`config.mk`:
```
export PLATFORM = sky130hd
export DESIGN_NAME = greedy_matching_arbiter_flat
export DESIGN_NICKNAME = d
export VERILOG_FILES = /design/src/hdl/gma_pkg.sv /design/src/hdl/gma_if.sv /design/src/hdl/greedy_matching_arbiter.sv /design/src/flat_wrapper.sv
export SDC_FILE = /design/constraint.sdc
export NUM_CORES = 2
export LEC_CHECK = 0
export ABC_CLOCK_PERIOD_IN_PS = 5700
export BUFFER_PORTS_ARGS = -buffer_cell sky130_fd_sc_hd__buf_2
export CAP_MARGIN = 15
export CORE_AREA = 2 2 589 445
export CTS_BUF_LIST = sky130_fd_sc_hd__clkbuf_4
export DETAILED_ROUTE_END_ITERATION = 12
export DIE_AREA = 0 0 591 447
export PLACE_DENSITY = 0.59
export SLEW_MARGIN = 0
export SYNTH_ARGS = -nofsm -noshare
export SYNTH_HDL_FRONTEND = slang
export SYNTH_SLANG_ARGS = --single-unit
export TNS_END_PERCENT = 5
```
`constraint.sdc`:
```
create_clock -name clock -period 5.7 [get_ports clock]
set_input_delay 1.14 -clock clock [delete_from_list [all_inputs] [get_ports clock]]
set_output_delay 1.14 -clock clock [all_outputs]
set_load 0.01 [all_outputs]
```
`src/hdl/gma_pkg.sv`:
```
// ----------------------------------------------------------------------------
// gma_pkg
// Shared types and constants of the greedy matching arbiter.
// ----------------------------------------------------------------------------
package gma_pkg;

   localparam int HOST_COUNT    = 16;
   localparam int PENDING_DEPTH = 32;
   localparam int RANK_BITS     = 16;

   localparam int HOST_W  = $clog2(HOST_COUNT);
   localparam int PEND_W  = $clog2(PENDING_DEPTH);
   localparam int LEN_W   = $clog2(HOST_COUNT + 1);
   localparam int COUNT_W = $clog2(PENDING_DEPTH + 1);
   localparam int DRAW_W  = $clog2(HOST_COUNT * RANK_BITS);
   localparam int RBIT_W  = $clog2(RANK_BITS);

   localparam logic [15:0] LFSR_MASK      = 16'hB400;
   localparam logic [15:0] SEED_RESET     = 16'd1;
   localparam logic [15:0] INTERVAL_RESET = 16'd100;

   typedef enum logic [1:0] {
      KIND_ELEMENT = 2'd0,
      KIND_RELEASE = 2'd1,
      KIND_TICK    = 2'd2,
      KIND_SPARE   = 2'd3
   } kind_type;

   typedef enum logic {
      REG_SEED     = 1'b0,
      REG_INTERVAL = 1'b1
   } reg_index_type;

   typedef enum logic [2:0] {
      ST_DRAW,
      ST_IDLE,
      ST_COMMIT,
      ST_SCAN,
      ST_CHECK,
      ST_WALK,
      ST_PUSH,
      ST_FINAL
   } state_type;

   typedef struct packed {
      logic [HOST_W-1:0] dest;
      logic [LEN_W-1:0]  len;
   } info_type;

endpackage

```
`src/hdl/gma_if.sv`:
```
// ----------------------------------------------------------------------------
// gma_if
// Request and result channels of the greedy matching arbiter.
// ----------------------------------------------------------------------------
interface gma_req_if;
   logic       valid;
   logic       ready;
   logic [1:0] kind;
   logic [3:0] dst_id;
   logic [3:0] src_id;
   logic       list_end;

   modport source (output valid, kind, dst_id, src_id, list_end, input ready);
   modport sink (input valid, kind, dst_id, src_id, list_end, output ready);
endinterface

interface gma_rsp_if;
   logic       valid;
   logic       ready;
   logic       grant_valid;
   logic [3:0] grant_src;
   logic [3:0] grant_dst;
   logic       run_end;
   logic       overflow;

   modport source (output valid, grant_valid, grant_src, grant_dst, run_end, overflow,
                   input ready);
   modport sink (input valid, grant_valid, grant_src, grant_dst, run_end, overflow,
                 output ready);
endinterface

```
`src/hdl/greedy_matching_arbiter.sv`:
```
// ----------------------------------------------------------------------------
// greedy_matching_arbiter
// Central matcher that pairs sources with destinations once per epoch.
// ----------------------------------------------------------------------------
// The req channel carries three kinds of request. A list element adds one
// source to the request being built (the destination comes from the first
// element, the list closes on list_end); a release frees one source and one
// destination; an epoch tick serves all pending requests. Only a tick gives
// results on the rsp channel: one per grant, the last one marked run_end, or
// a single empty result marked run_end when nothing was granted.
// A closing element copies the 16-entry build buffer into the source memory.
// A tick with n pending requests runs n+1 rank scans through the request
// memory; each scan whose best request has a free destination walks that
// request's source list up to its first free source, and each grant then
// passes a push step. Ranks are redrawn one LFSR bit per cycle after reset,
// after a seed write and every interval_ff epochs; no request is taken then.
// Reset frees all hosts, empties the pending set and starts the rank draw.
// The result sits in an output register; while the receiver stalls, the
// matcher halts when it must pass on a held grant or the closing result,
// and the req channel stays closed until the epoch has finished.
module greedy_matching_arbiter (
   input  logic                 clock,
   input  logic                 reset,
   gma_req_if.sink              req,
   gma_rsp_if.source            rsp,
   input  logic                 csr_psel,
   input  logic                 csr_penable,
   input  logic                 csr_pwrite,
   input  logic [2:0]           csr_paddr,
   input  logic [31:0]          csr_pwdata,
   output logic [31:0]          csr_prdata,
   output logic                 csr_pready
);
   import gma_pkg::*;

   state_type state_ff, state_in;

   // Configuration.
   logic [15:0] seed_ff;
   logic [15:0] interval_ff;
   logic        cfg_wr;
   logic        seed_wr;

   // Rank generator and rank table.
   logic [15:0]          lfsr_ff;
   logic [RANK_BITS-2:0] racc_ff;
   logic [DRAW_W-1:0]    draw_cnt_ff;
   logic [RANK_BITS-1:0] rank_ff [HOST_COUNT];
   logic                 lfsr_bit;
   logic [15:0]          lfsr_step;

   // Host maps and counters.
   logic [HOST_COUNT-1:0] src_free_ff;
   logic [HOST_COUNT-1:0] dst_free_ff;
   logic [COUNT_W-1:0]   count_ff;
   logic [15:0]          epoch_ff;
   logic [16:0]          epoch_next;
   logic                 ovf_ff;

   // Build buffer.
   logic              bld_open_ff;
   logic              bld_drop_ff;
   logic [HOST_W-1:0] bld_dest_ff;
   logic [LEN_W-1:0]  bld_len_ff;
   logic [HOST_W-1:0] bld_src_ff [HOST_COUNT];
   logic [HOST_W-1:0] copy_ff;

   // Pending request memories.
   info_type              info_mem [PENDING_DEPTH];
   logic [HOST_W-1:0]     src_mem  [PENDING_DEPTH*HOST_COUNT];
   info_type              info_rd_ff;
   logic [HOST_W-1:0]     src_rd_ff;
   logic                  info_we;
   logic [PEND_W-1:0]     info_waddr;
   logic [PEND_W-1:0]     info_raddr;
   logic                  src_we;
   logic [PEND_W+HOST_W-1:0] src_waddr;
   logic [PEND_W+HOST_W-1:0] src_raddr;

   // Epoch engine.
   logic [PENDING_DEPTH-1:0] served_ff;
   logic [COUNT_W-1:0]       scan_idx_ff;
   logic                     rd_v_ff;
   logic [PEND_W-1:0]        rd_idx_ff;
   logic                     best_v_ff;
   logic [PEND_W-1:0]        best_idx_ff;
   logic [RANK_BITS-1:0]     best_rank_ff;
   info_type                 best_info_ff;
   logic [LEN_W-1:0]         walk_j_ff;
   logic                     wrd_v_ff;
   logic [HOST_W-1:0]        new_src_ff;
   logic                     hold_v_ff;
   logic [HOST_W-1:0]        hold_src_ff;
   logic [HOST_W-1:0]        hold_dst_ff;
   logic                     scan_issue;
   logic                     walk_issue;
   logic                     slot_free;
   logic                     better;

   // Output register.
   logic              rsp_valid_ff;
   logic              rsp_gv_ff;
   logic [HOST_W-1:0] rsp_src_ff;
   logic [HOST_W-1:0] rsp_dst_ff;
   logic              rsp_end_ff;
   logic              rsp_ovf_ff;

   logic req_fire;

   assign csr_pready = 1'b1;
   assign cfg_wr     = csr_psel && csr_penable && csr_pwrite;
   assign seed_wr    = cfg_wr && (csr_paddr[2] == REG_SEED);

   always_comb begin
      case (csr_paddr[2])
         REG_SEED:     csr_prdata = {16'd0, seed_ff};
         REG_INTERVAL: csr_prdata = {16'd0, interval_ff};
         default:      csr_prdata = 32'd0;
      endcase
   end

   assign req.ready = (state_ff == ST_IDLE);
   assign req_fire  = req.valid && req.ready;

   assign rsp.valid       = rsp_valid_ff;
   assign rsp.grant_valid = rsp_gv_ff;
   assign rsp.grant_src   = rsp_src_ff;
   assign rsp.grant_dst   = rsp_dst_ff;
   assign rsp.run_end     = rsp_end_ff;
   assign rsp.overflow    = rsp_ovf_ff;

   assign slot_free = !rsp_valid_ff || rsp.ready;

   assign lfsr_bit  = lfsr_ff[0];
   assign lfsr_step = (lfsr_ff >> 1) ^ (lfsr_bit ? LFSR_MASK : 16'd0);

   assign epoch_next = {1'b0, epoch_ff} + 17'd1;

   assign scan_issue = (state_ff == ST_SCAN) && (scan_idx_ff < count_ff);
   assign walk_issue = (state_ff == ST_WALK) && (walk_j_ff < best_info_ff.len);

   // A candidate wins only on a strictly lower rank, so ties go to arrival.
   assign better = rd_v_ff && !served_ff[rd_idx_ff] &&
                   (!best_v_ff || (rank_ff[info_rd_ff.dest] < best_rank_ff));

   // Memory addressing.
   assign info_we    = (state_ff == ST_COMMIT) && (copy_ff == '0);
   assign info_waddr = count_ff[PEND_W-1:0];
   assign info_raddr = scan_idx_ff[PEND_W-1:0];
   assign src_we     = (state_ff == ST_COMMIT);
   assign src_waddr  = {count_ff[PEND_W-1:0], copy_ff};
   assign src_raddr  = {best_idx_ff, walk_j_ff[HOST_W-1:0]};

   always_ff @(posedge clock) begin
      if (info_we) begin
         info_mem[info_waddr] <= '{dest: bld_dest_ff, len: bld_len_ff};
      end
      info_rd_ff <= info_mem[info_raddr];
      if (src_we) begin
         src_mem[src_waddr] <= bld_src_ff[copy_ff];
      end
      src_rd_ff <= src_mem[src_raddr];
   end

   // Next state.
   always_comb begin
      state_in = state_ff;
      unique case (state_ff)
         ST_DRAW: begin
            if (draw_cnt_ff == DRAW_W'(HOST_COUNT * RANK_BITS - 1)) begin
               state_in = ST_IDLE;
            end
         end
         ST_IDLE: begin
            if (req_fire) begin
               if (req.kind == KIND_TICK) begin
                  state_in = ST_SCAN;
               end else if (req.kind == KIND_ELEMENT && req.list_end &&
                            !(bld_open_ff ? bld_drop_ff
                                          : (count_ff >= COUNT_W'(PENDING_DEPTH)))) begin
                  state_in = ST_COMMIT;
               end
            end
         end
         ST_COMMIT: begin
            if (copy_ff == HOST_W'(HOST_COUNT - 1)) begin
               state_in = ST_IDLE;
            end
         end
         ST_SCAN: begin
            if (!scan_issue && !rd_v_ff) begin
               state_in = ST_CHECK;
            end
         end
         ST_CHECK: begin
            if (!best_v_ff) begin
               state_in = ST_FINAL;
            end else if (dst_free_ff[best_info_ff.dest] && best_info_ff.len != '0) begin
               state_in = ST_WALK;
            end else begin
               state_in = ST_SCAN;
            end
         end
         ST_WALK: begin
            if (wrd_v_ff && src_free_ff[src_rd_ff]) begin
               state_in = ST_PUSH;
            end else if (!walk_issue && !wrd_v_ff) begin
               state_in = ST_SCAN;
            end
         end
         ST_PUSH: begin
            if (!hold_v_ff || slot_free) begin
               state_in = ST_SCAN;
            end
         end
         ST_FINAL: begin
            if (slot_free) begin
               state_in = (epoch_next[15:0] >= interval_ff) ? ST_DRAW : ST_IDLE;
            end
         end
         default: state_in = ST_IDLE;
      endcase
      if (seed_wr) begin
         state_in = ST_DRAW;
      end
   end

   always_ff @(posedge clock) begin
      if (reset) begin
         state_ff <= ST_DRAW;
      end else begin
         state_ff <= state_in;
      end
   end

   // Datapath.
   always_ff @(posedge clock) begin
      if (reset) begin
         seed_ff      <= SEED_RESET;
         interval_ff  <= INTERVAL_RESET;
         lfsr_ff      <= SEED_RESET;
         draw_cnt_ff  <= '0;
         src_free_ff  <= '1;
         dst_free_ff  <= '1;
         count_ff     <= '0;
         epoch_ff     <= '0;
         ovf_ff       <= 1'b0;
         bld_open_ff  <= 1'b0;
         bld_drop_ff  <= 1'b0;
         bld_len_ff   <= '0;
         copy_ff      <= '0;
         served_ff    <= '0;
         scan_idx_ff  <= '0;
         rd_v_ff      <= 1'b0;
         best_v_ff    <= 1'b0;
         walk_j_ff    <= '0;
         wrd_v_ff     <= 1'b0;
         hold_v_ff    <= 1'b0;
         rsp_valid_ff <= 1'b0;
      end else begin
         if (rsp_valid_ff && rsp.ready) begin
            rsp_valid_ff <= 1'b0;
         end

         unique case (state_ff)
            ST_DRAW: begin
               lfsr_ff     <= lfsr_step;
               racc_ff     <= {racc_ff[RANK_BITS-3:0], lfsr_bit};
               draw_cnt_ff <= draw_cnt_ff + DRAW_W'(1);
               if (draw_cnt_ff[RBIT_W-1:0] == RBIT_W'(RANK_BITS - 1)) begin
                  rank_ff[draw_cnt_ff[DRAW_W-1:RBIT_W]] <= {racc_ff, lfsr_bit};
               end
            end
            ST_IDLE: begin
               if (req_fire) begin
                  unique case (req.kind)
                     KIND_ELEMENT: begin
                        logic drop;
                        logic [LEN_W-1:0] len;
                        drop = bld_open_ff ? bld_drop_ff
                                           : (count_ff >= COUNT_W'(PENDING_DEPTH));
                        len  = bld_open_ff ? bld_len_ff : '0;
                        if (!bld_open_ff) begin
                           bld_dest_ff <= req.dst_id;
                           if (drop) begin
                              ovf_ff <= 1'b1;
                           end
                        end
                        bld_open_ff <= !req.list_end || !drop;
                        bld_drop_ff <= drop && !req.list_end;
                        bld_len_ff  <= len;
                        if (!drop) begin
                           if (len < LEN_W'(HOST_COUNT)) begin
                              bld_src_ff[len[HOST_W-1:0]] <= req.src_id;
                              bld_len_ff <= len + LEN_W'(1);
                           end else begin
                              ovf_ff <= 1'b1;
                           end
                        end
                        copy_ff <= '0;
                     end
                     KIND_RELEASE: begin
                        src_free_ff[req.src_id] <= 1'b1;
                        dst_free_ff[req.dst_id] <= 1'b1;
                     end
                     KIND_TICK: begin
                        served_ff   <= '0;
                        hold_v_ff   <= 1'b0;
                        scan_idx_ff <= '0;
                        rd_v_ff     <= 1'b0;
                        best_v_ff   <= 1'b0;
                     end
                     default: ;
                  endcase
               end
            end
            ST_COMMIT: begin
               copy_ff <= copy_ff + HOST_W'(1);
               if (copy_ff == HOST_W'(HOST_COUNT - 1)) begin
                  count_ff    <= count_ff + COUNT_W'(1);
                  bld_open_ff <= 1'b0;
               end
            end
            ST_SCAN: begin
               rd_v_ff   <= scan_issue;
               rd_idx_ff <= scan_idx_ff[PEND_W-1:0];
               if (scan_issue) begin
                  scan_idx_ff <= scan_idx_ff + COUNT_W'(1);
               end
               if (better) begin
                  best_v_ff    <= 1'b1;
                  best_idx_ff  <= rd_idx_ff;
                  best_rank_ff <= rank_ff[info_rd_ff.dest];
                  best_info_ff <= info_rd_ff;
               end
            end
            ST_CHECK: begin
               walk_j_ff   <= '0;
               wrd_v_ff    <= 1'b0;
               scan_idx_ff <= '0;
               rd_v_ff     <= 1'b0;
               if (best_v_ff) begin
                  served_ff[best_idx_ff] <= 1'b1;
               end
               if (!(dst_free_ff[best_info_ff.dest] && best_info_ff.len != '0)) begin
                  best_v_ff <= 1'b0;
               end
            end
            ST_WALK: begin
               wrd_v_ff <= walk_issue;
               if (walk_issue) begin
                  walk_j_ff <= walk_j_ff + LEN_W'(1);
               end
               if (wrd_v_ff && src_free_ff[src_rd_ff]) begin
                  src_free_ff[src_rd_ff]         <= 1'b0;
                  dst_free_ff[best_info_ff.dest] <= 1'b0;
                  new_src_ff                     <= src_rd_ff;
               end else if (!walk_issue && !wrd_v_ff) begin
                  best_v_ff <= 1'b0;
               end
            end
            ST_PUSH: begin
               if (!hold_v_ff || slot_free) begin
                  if (hold_v_ff) begin
                     rsp_valid_ff <= 1'b1;
                     rsp_gv_ff    <= 1'b1;
                     rsp_src_ff   <= hold_src_ff;
                     rsp_dst_ff   <= hold_dst_ff;
                     rsp_end_ff   <= 1'b0;
                     rsp_ovf_ff   <= ovf_ff;
                  end
                  hold_v_ff   <= 1'b1;
                  hold_src_ff <= new_src_ff;
                  hold_dst_ff <= best_info_ff.dest;
                  best_v_ff   <= 1'b0;
               end
            end
            ST_FINAL: begin
               if (slot_free) begin
                  rsp_valid_ff <= 1'b1;
                  rsp_gv_ff    <= hold_v_ff;
                  rsp_src_ff   <= hold_v_ff ? hold_src_ff : '0;
                  rsp_dst_ff   <= hold_v_ff ? hold_dst_ff : '0;
                  rsp_end_ff   <= 1'b1;
                  rsp_ovf_ff   <= ovf_ff;
                  hold_v_ff    <= 1'b0;
                  count_ff     <= '0;
                  draw_cnt_ff  <= '0;
                  if (epoch_next[15:0] >= interval_ff) begin
                     epoch_ff <= '0;
                  end else begin
                     epoch_ff <= epoch_next[15:0];
                  end
               end
            end
            default: ;
         endcase

         // Configuration writes must arrive only while the block is idle; the block itself does not enforce this.
         if (cfg_wr) begin
            unique case (csr_paddr[2])
               REG_SEED: begin
                  seed_ff     <= csr_pwdata[15:0];
                  lfsr_ff     <= (csr_pwdata[15:0] == 16'd0) ? 16'd1 : csr_pwdata[15:0];
                  draw_cnt_ff <= '0;
               end
               REG_INTERVAL: interval_ff <= csr_pwdata[15:0];
               default: ;
            endcase
         end
      end
   end

`ifndef NO_ASSERTIONS
   // The pending count never passes the store depth.
   a_count_bound: assert property (@(posedge clock) disable iff (reset)
      count_ff <= COUNT_W'(PENDING_DEPTH))
      else $error("pending count beyond depth");

   // A held grant never survives the end of its epoch.
   a_hold_clear: assert property (@(posedge clock) disable iff (reset)
      (state_ff == ST_IDLE) |-> !hold_v_ff)
      else $error("grant held outside an epoch");

   // A grant taken from the list marks both hosts busy on the next cycle.
   a_grant_busy: assert property (@(posedge clock) disable iff (reset)
      (state_ff == ST_WALK && wrd_v_ff && src_free_ff[src_rd_ff] && !seed_wr) |=>
      (!src_free_ff[new_src_ff] && !dst_free_ff[best_info_ff.dest]))
      else $error("granted hosts not marked busy");
`endif

endmodule
```
`src/flat_wrapper.sv`:
```
// flat-port wrapper written by rule: the top's interface ports become plain ports
module greedy_matching_arbiter_flat import gma_pkg::*;
  (clock, reset, csr_psel, csr_penable, csr_pwrite, csr_paddr, csr_pwdata, csr_prdata, csr_pready, req_valid, req_kind, req_dst_id, req_src_id, req_list_end, req_ready, rsp_valid, rsp_grant_valid, rsp_grant_src, rsp_grant_dst, rsp_run_end, rsp_overflow, rsp_ready);
  gma_req_if req_i ();
  gma_rsp_if rsp_i ();
  input  logic clock;
  input  logic reset;
  input  logic csr_psel;
  input  logic csr_penable;
  input  logic csr_pwrite;
  input  logic [2:0] csr_paddr;
  input  logic [31:0] csr_pwdata;
  output logic [31:0] csr_prdata;
  output logic csr_pready;
  input wire logic [$bits(req_i.valid)-1:0] req_valid;
  input wire logic [$bits(req_i.kind)-1:0] req_kind;
  input wire logic [$bits(req_i.dst_id)-1:0] req_dst_id;
  input wire logic [$bits(req_i.src_id)-1:0] req_src_id;
  input wire logic [$bits(req_i.list_end)-1:0] req_list_end;
  output wire logic [$bits(req_i.ready)-1:0] req_ready;
  output wire logic [$bits(rsp_i.valid)-1:0] rsp_valid;
  output wire logic [$bits(rsp_i.grant_valid)-1:0] rsp_grant_valid;
  output wire logic [$bits(rsp_i.grant_src)-1:0] rsp_grant_src;
  output wire logic [$bits(rsp_i.grant_dst)-1:0] rsp_grant_dst;
  output wire logic [$bits(rsp_i.run_end)-1:0] rsp_run_end;
  output wire logic [$bits(rsp_i.overflow)-1:0] rsp_overflow;
  input wire logic [$bits(rsp_i.ready)-1:0] rsp_ready;
  assign req_i.valid = req_valid;
  assign req_i.kind = req_kind;
  assign req_i.dst_id = req_dst_id;
  assign req_i.src_id = req_src_id;
  assign req_i.list_end = req_list_end;
  assign req_ready = req_i.ready;
  assign rsp_valid = rsp_i.valid;
  assign rsp_grant_valid = rsp_i.grant_valid;
  assign rsp_grant_src = rsp_i.grant_src;
  assign rsp_grant_dst = rsp_i.grant_dst;
  assign rsp_run_end = rsp_i.run_end;
  assign rsp_overflow = rsp_i.overflow;
  assign rsp_i.ready = rsp_ready;
  greedy_matching_arbiter u_core (.clock(clock), .reset(reset), .req(req_i), .rsp(rsp_i), .csr_psel(csr_psel), .csr_penable(csr_penable), .csr_pwrite(csr_pwrite), .csr_paddr(csr_paddr), .csr_pwdata(csr_pwdata), .csr_prdata(csr_prdata), .csr_pready(csr_pready));
endmodule
```
==> qor.yml <==
timing:
  rsz0062_at_grt: "false"
  finalSetupViolCount: 0
  post-route-period-util: 0.837
  clock_skew_ns: 0.0906
  max_slew.worst_pin.slew_ns: 1.34
  slew_headroom: 0.107
  finalSetupTns_ns: 0
  slew_viol_final: 0
  layout_min_cycle_time_ns: 4.77
  fin_ws_ns: 0.930
  max_freq_ghz: 0.210
  finalHoldViolations: 0
  hold_ws_ns: 0.153
place:
  port_buffers: 63
  gp_congestion: 0.863
  dp_hpwl_um: 198000
  place_ws_ns: 0.861
drt:
  first_pass_iters: 5
  vias: 64700
  wl_per_cell_um: 30.2
  detail-route-antenna-nets: 0
  drc_errors: 0
  vias_per_cell: 5.99
  drt_iter0_markers: 8438
  totalWireLength_um: 327000
setup_path:
  crit_slowest_cell: "dfxtp_4"
  path_cells: "buf_4, mux4_2, mux4_2, ha_1, and3_1, a221o_1, a21oi_1, o21ai_1, a221o_1, a2111oi_4, buf_4"
  worst_r2r_path_depth: 11
  slowest_delay_ns: 0.66
  timing.rr.start: "u_core.info_rd_ff[5]"
  worstSetupPathType: "reg -> reg"
  critPathRequiredTime_ns: 6.71
  worstPathArrival_ns: 5.78
  cp_max_fo: 23
  setup.worst_path.start_class: "register"
  crit_buf_inv: 2
  path_delay_family: "compound AO/OA/AOI/OAI gates"
  rrSetupSlack_ns: 0.93
  rr_endpoint: "u_core.best_rank_ff[15]"
  worstSetupEndpointType: "register"
synthesis:
  syn_area_sq_mm: 0.116
  async_flop_share: 0
  synth_area_leaders: "edfxtp_1 71%, mux4_2 13%, dfxtp_1 3.3%, nor2_1 2.4%, mux2i_1 1.2%"
  ys_warn_count: 0
  avgSynthCellArea_sq_um: 18.6
  yosys.area.top_type: "edfxtp_1"
  ys.flop_type: "edfxtp_1"
  synth.distinct_cells: 74
  synth_top_area_frac: 0.709
  synth-edff-count: 2733
  syn-instance-count: 6236
  synth_seq_area_share: 0.742
  ys_seq_elements: 2923
clock_network:
  cts_tree: "built"
  cts_max_level: 6
  postCtsHoldBufs: 21
  cts.sinks: 2923
  post_cts_resized: 0
  insertion_delay_ns: 1.39
  path_clk_slew_ns: 0.07
  cts-root-buf: "clkbuf_4"
  cts_setup_buffers: 0
  cts_buffer_depth: 4
  cts-buffers-inserted: 700
grt:
  antenna_found_initial: 32
  grt_first_pass_wirelength_um: 465000
  track_usage: 0.247
  grt_pass1_vias: 64300
  overflow: 0
  grt_max_degree: 202
layout:
  n_fill_cell: 21200
  ff_latch_area_sq_mm: 0.0859
  area_delta_synth_final_pct: 12.2
  multi_input_area_sq_mm: 0.0282
  drive_above_1_share: 0.288
  num-nets-final: 6952
power_and_ir_drop:
  power_density_mw_per_mm2: 340
  power.total_mw: 44.2
  p_leak_nw: 40.1
  peakVddDrop_mv: 0.249
floorplanning:
  start_util: 0.448
  die-height_um: 447
  fp.dieW_um: 591
  rows: 162
  core_sq_mm: 0.258
  dieArea_sq_mm: 0.264
  num_io_pins: 99
min_path:
  hold_end: "u_core.rsp.valid"
  min_path_type: "in -> reg"
  hold_start: "rsp_ready"
  holdPathStages: 3
flow_run:
  max-cap-violations: 0
status:
  status: "complete, no violations"
worst register-to-register path, stage by stage (launching register included):
cell and delay [ns]:
dfxtp_4 0.66, buf_4 0.33, mux4_2 0.52, mux4_2 0.50, ha_1 0.29, and3_1 0.21, a221o_1 0.33, a21oi_1 0.15
o21ai_1 0.10, a221o_1 0.50, a2111oi_4 0.41, buf_4 0.39
cell families (layout without fill, tap and decap cells):
kind of cell | Yosys count | count (layout) | synth area share
AO/OA/AOI/OAI | 593 | 593 | 0.0341
XOR/XNOR | 26 | 26 | 0.00197
adder cells (fa/ha/maj) | 56 | 56 | 0.00605
buffers and inverters | 465 | 1554 | 0.0189
flip-flops | 2923 | 2923 | 0.742
multiplexers | 866 | 866 | 0.149
other | 2 | 36 | 0.0000649
AND/OR/NAND/NOR | 1305 | 1305 | 0.0482
cell usage in the layout, fill, tap and decap left out, types with 25 or more instances in the layout:
cell type and n:
mux2i_1 141, dfxtp_1 181, nand3_1 72, a21oi_1 162, mux4_2 678, inv_1 59, mux2_2 38, nor2b_1 25
buf_4 179, nor3_1 40, o22ai_1 39, nor2_1 705, o21ai_0 72, edfxtp_1 2733, nand2_1 267, clkbuf_4 972
a22oi_1 72, a221oi_1 25, clkinv_1 166, buf_2 62, ha_1 56
cell usage after synthesis (17+ instances only):
library cell  instances
a22oi_1              72
xnor2_1              17
o21ai_0              72
mux2_2               38
buf_4                40
nor2_1              725
mux2i_1             141
a21oi_1             162
nand2_1             268
nor3_1               49
edfxtp_1           2733
dfxtp_1             190
a221oi_1             25
clkbuf_1            224
ha_1                 56
mux4_2              682
nand4_1              23
o211ai_1             23
nand3_1              90
nand2b_1             24
buf_2                66
inv_1                61
o21ai_1              18
o22ai_1              39
a31oi_1              22
nor2b_1              27
a22o_1               23
buf_1                44
a211oi_1             21
a21o_1               19
buf_6                27
through the flow:
stage | util | instance area (sq um) | std cells
2_1_floorplan | - | 116000 | 6251
3_3_place_gp | 0.467 | 121000 | 9554
3_5_place_dp | 0.467 | 121000 | 9556
4_1_cts | 0.502 | 130000 | 10800
5_1_grt | 0.503 | 130000 | 10800
6_report | 0.503 | 130000 | 10800
cell type report:
| class | count | share of cell area |
|---|---|---|
| tap | 3444 | 0.0332 |
| timing repair buffer | 292 | 0.0191 |
| clock inverter | 227 | 0.0111 |
| antenna | 19 | 0.000366 |
| sequential | 2923 | 0.661 |
| multi-input combinational | 2863 | 0.217 |
| clock buffer | 972 | 0.0562 |
| inverter | 63 | 0.00184 |
flip-flops by register name (all words and copies together) (netlist names), 5 cells and up, named ones only:
signal	count
u_core.seed_ff	16
u_core.src_mem	2048
u_core.interval_ff	16
u_core.lfsr_ff	16
u_core.info_mem	288
u_core.walk_j_ff	5
u_core.info_rd_ff	9
u_core.served_ff	32
u_core.scan_idx_ff	6
u_core.dst_free_ff	16
u_core.bld_len_ff	5
u_core.best_rank_ff	16
u_core.rank_ff	256
u_core.racc_ff	15
u_core.bld_src_ff	64
u_core.epoch_ff	16
u_core.src_free_ff	16
u_core.draw_cnt_ff	8
u_core.rd_idx_ff	5
u_core.count_ff	6
u_core.best_idx_ff	5
u_core.best_info_ff	9
worst max path at each step:
stage                         startpoint                      end  slack (ns)  depth (start not counted)
floorplan           u_core.info_rd_ff[5]    u_core.best_idx_ff[0]        0.38                         13
global placement    u_core.info_rd_ff[5]   u_core.best_rank_ff[8]        0.86                         11
detailed placement  u_core.info_rd_ff[5]  u_core.best_rank_ff[10]        0.86                         10
CTS                 u_core.info_rd_ff[5]  u_core.best_rank_ff[15]        0.80                         10
global route        u_core.info_rd_ff[5]  u_core.best_rank_ff[15]        0.65                         11
finish              u_core.info_rd_ff[5]  u_core.best_rank_ff[15]        0.93                         11
power breakdown:
part / switching, mW / total, mW / internal (mW)
registers: 0.265 / 24.6 / 24.4
clock network: 8.36 / 17.1 / 8.73
logic: 1.78 / 2.45 / 0.669
total: 10.4 / 44.2 / 33.8
per-layer routing:
layer / wire length (um) / global-route usage / share of wire / up-vias
li1: - / - / - / 26700
met4: 7560 / 0.0650 / 0.023 / 22
met1: 138000 / 0.372 / 0.42 / 33600
met3: 40300 / 0.0738 / 0.12 / 536
met2: 140000 / 0.350 / 0.43 / 3835
met5: 139 / 0 / 0.00043 / -
Note: power is estimated with default switching activity, not from simulation.
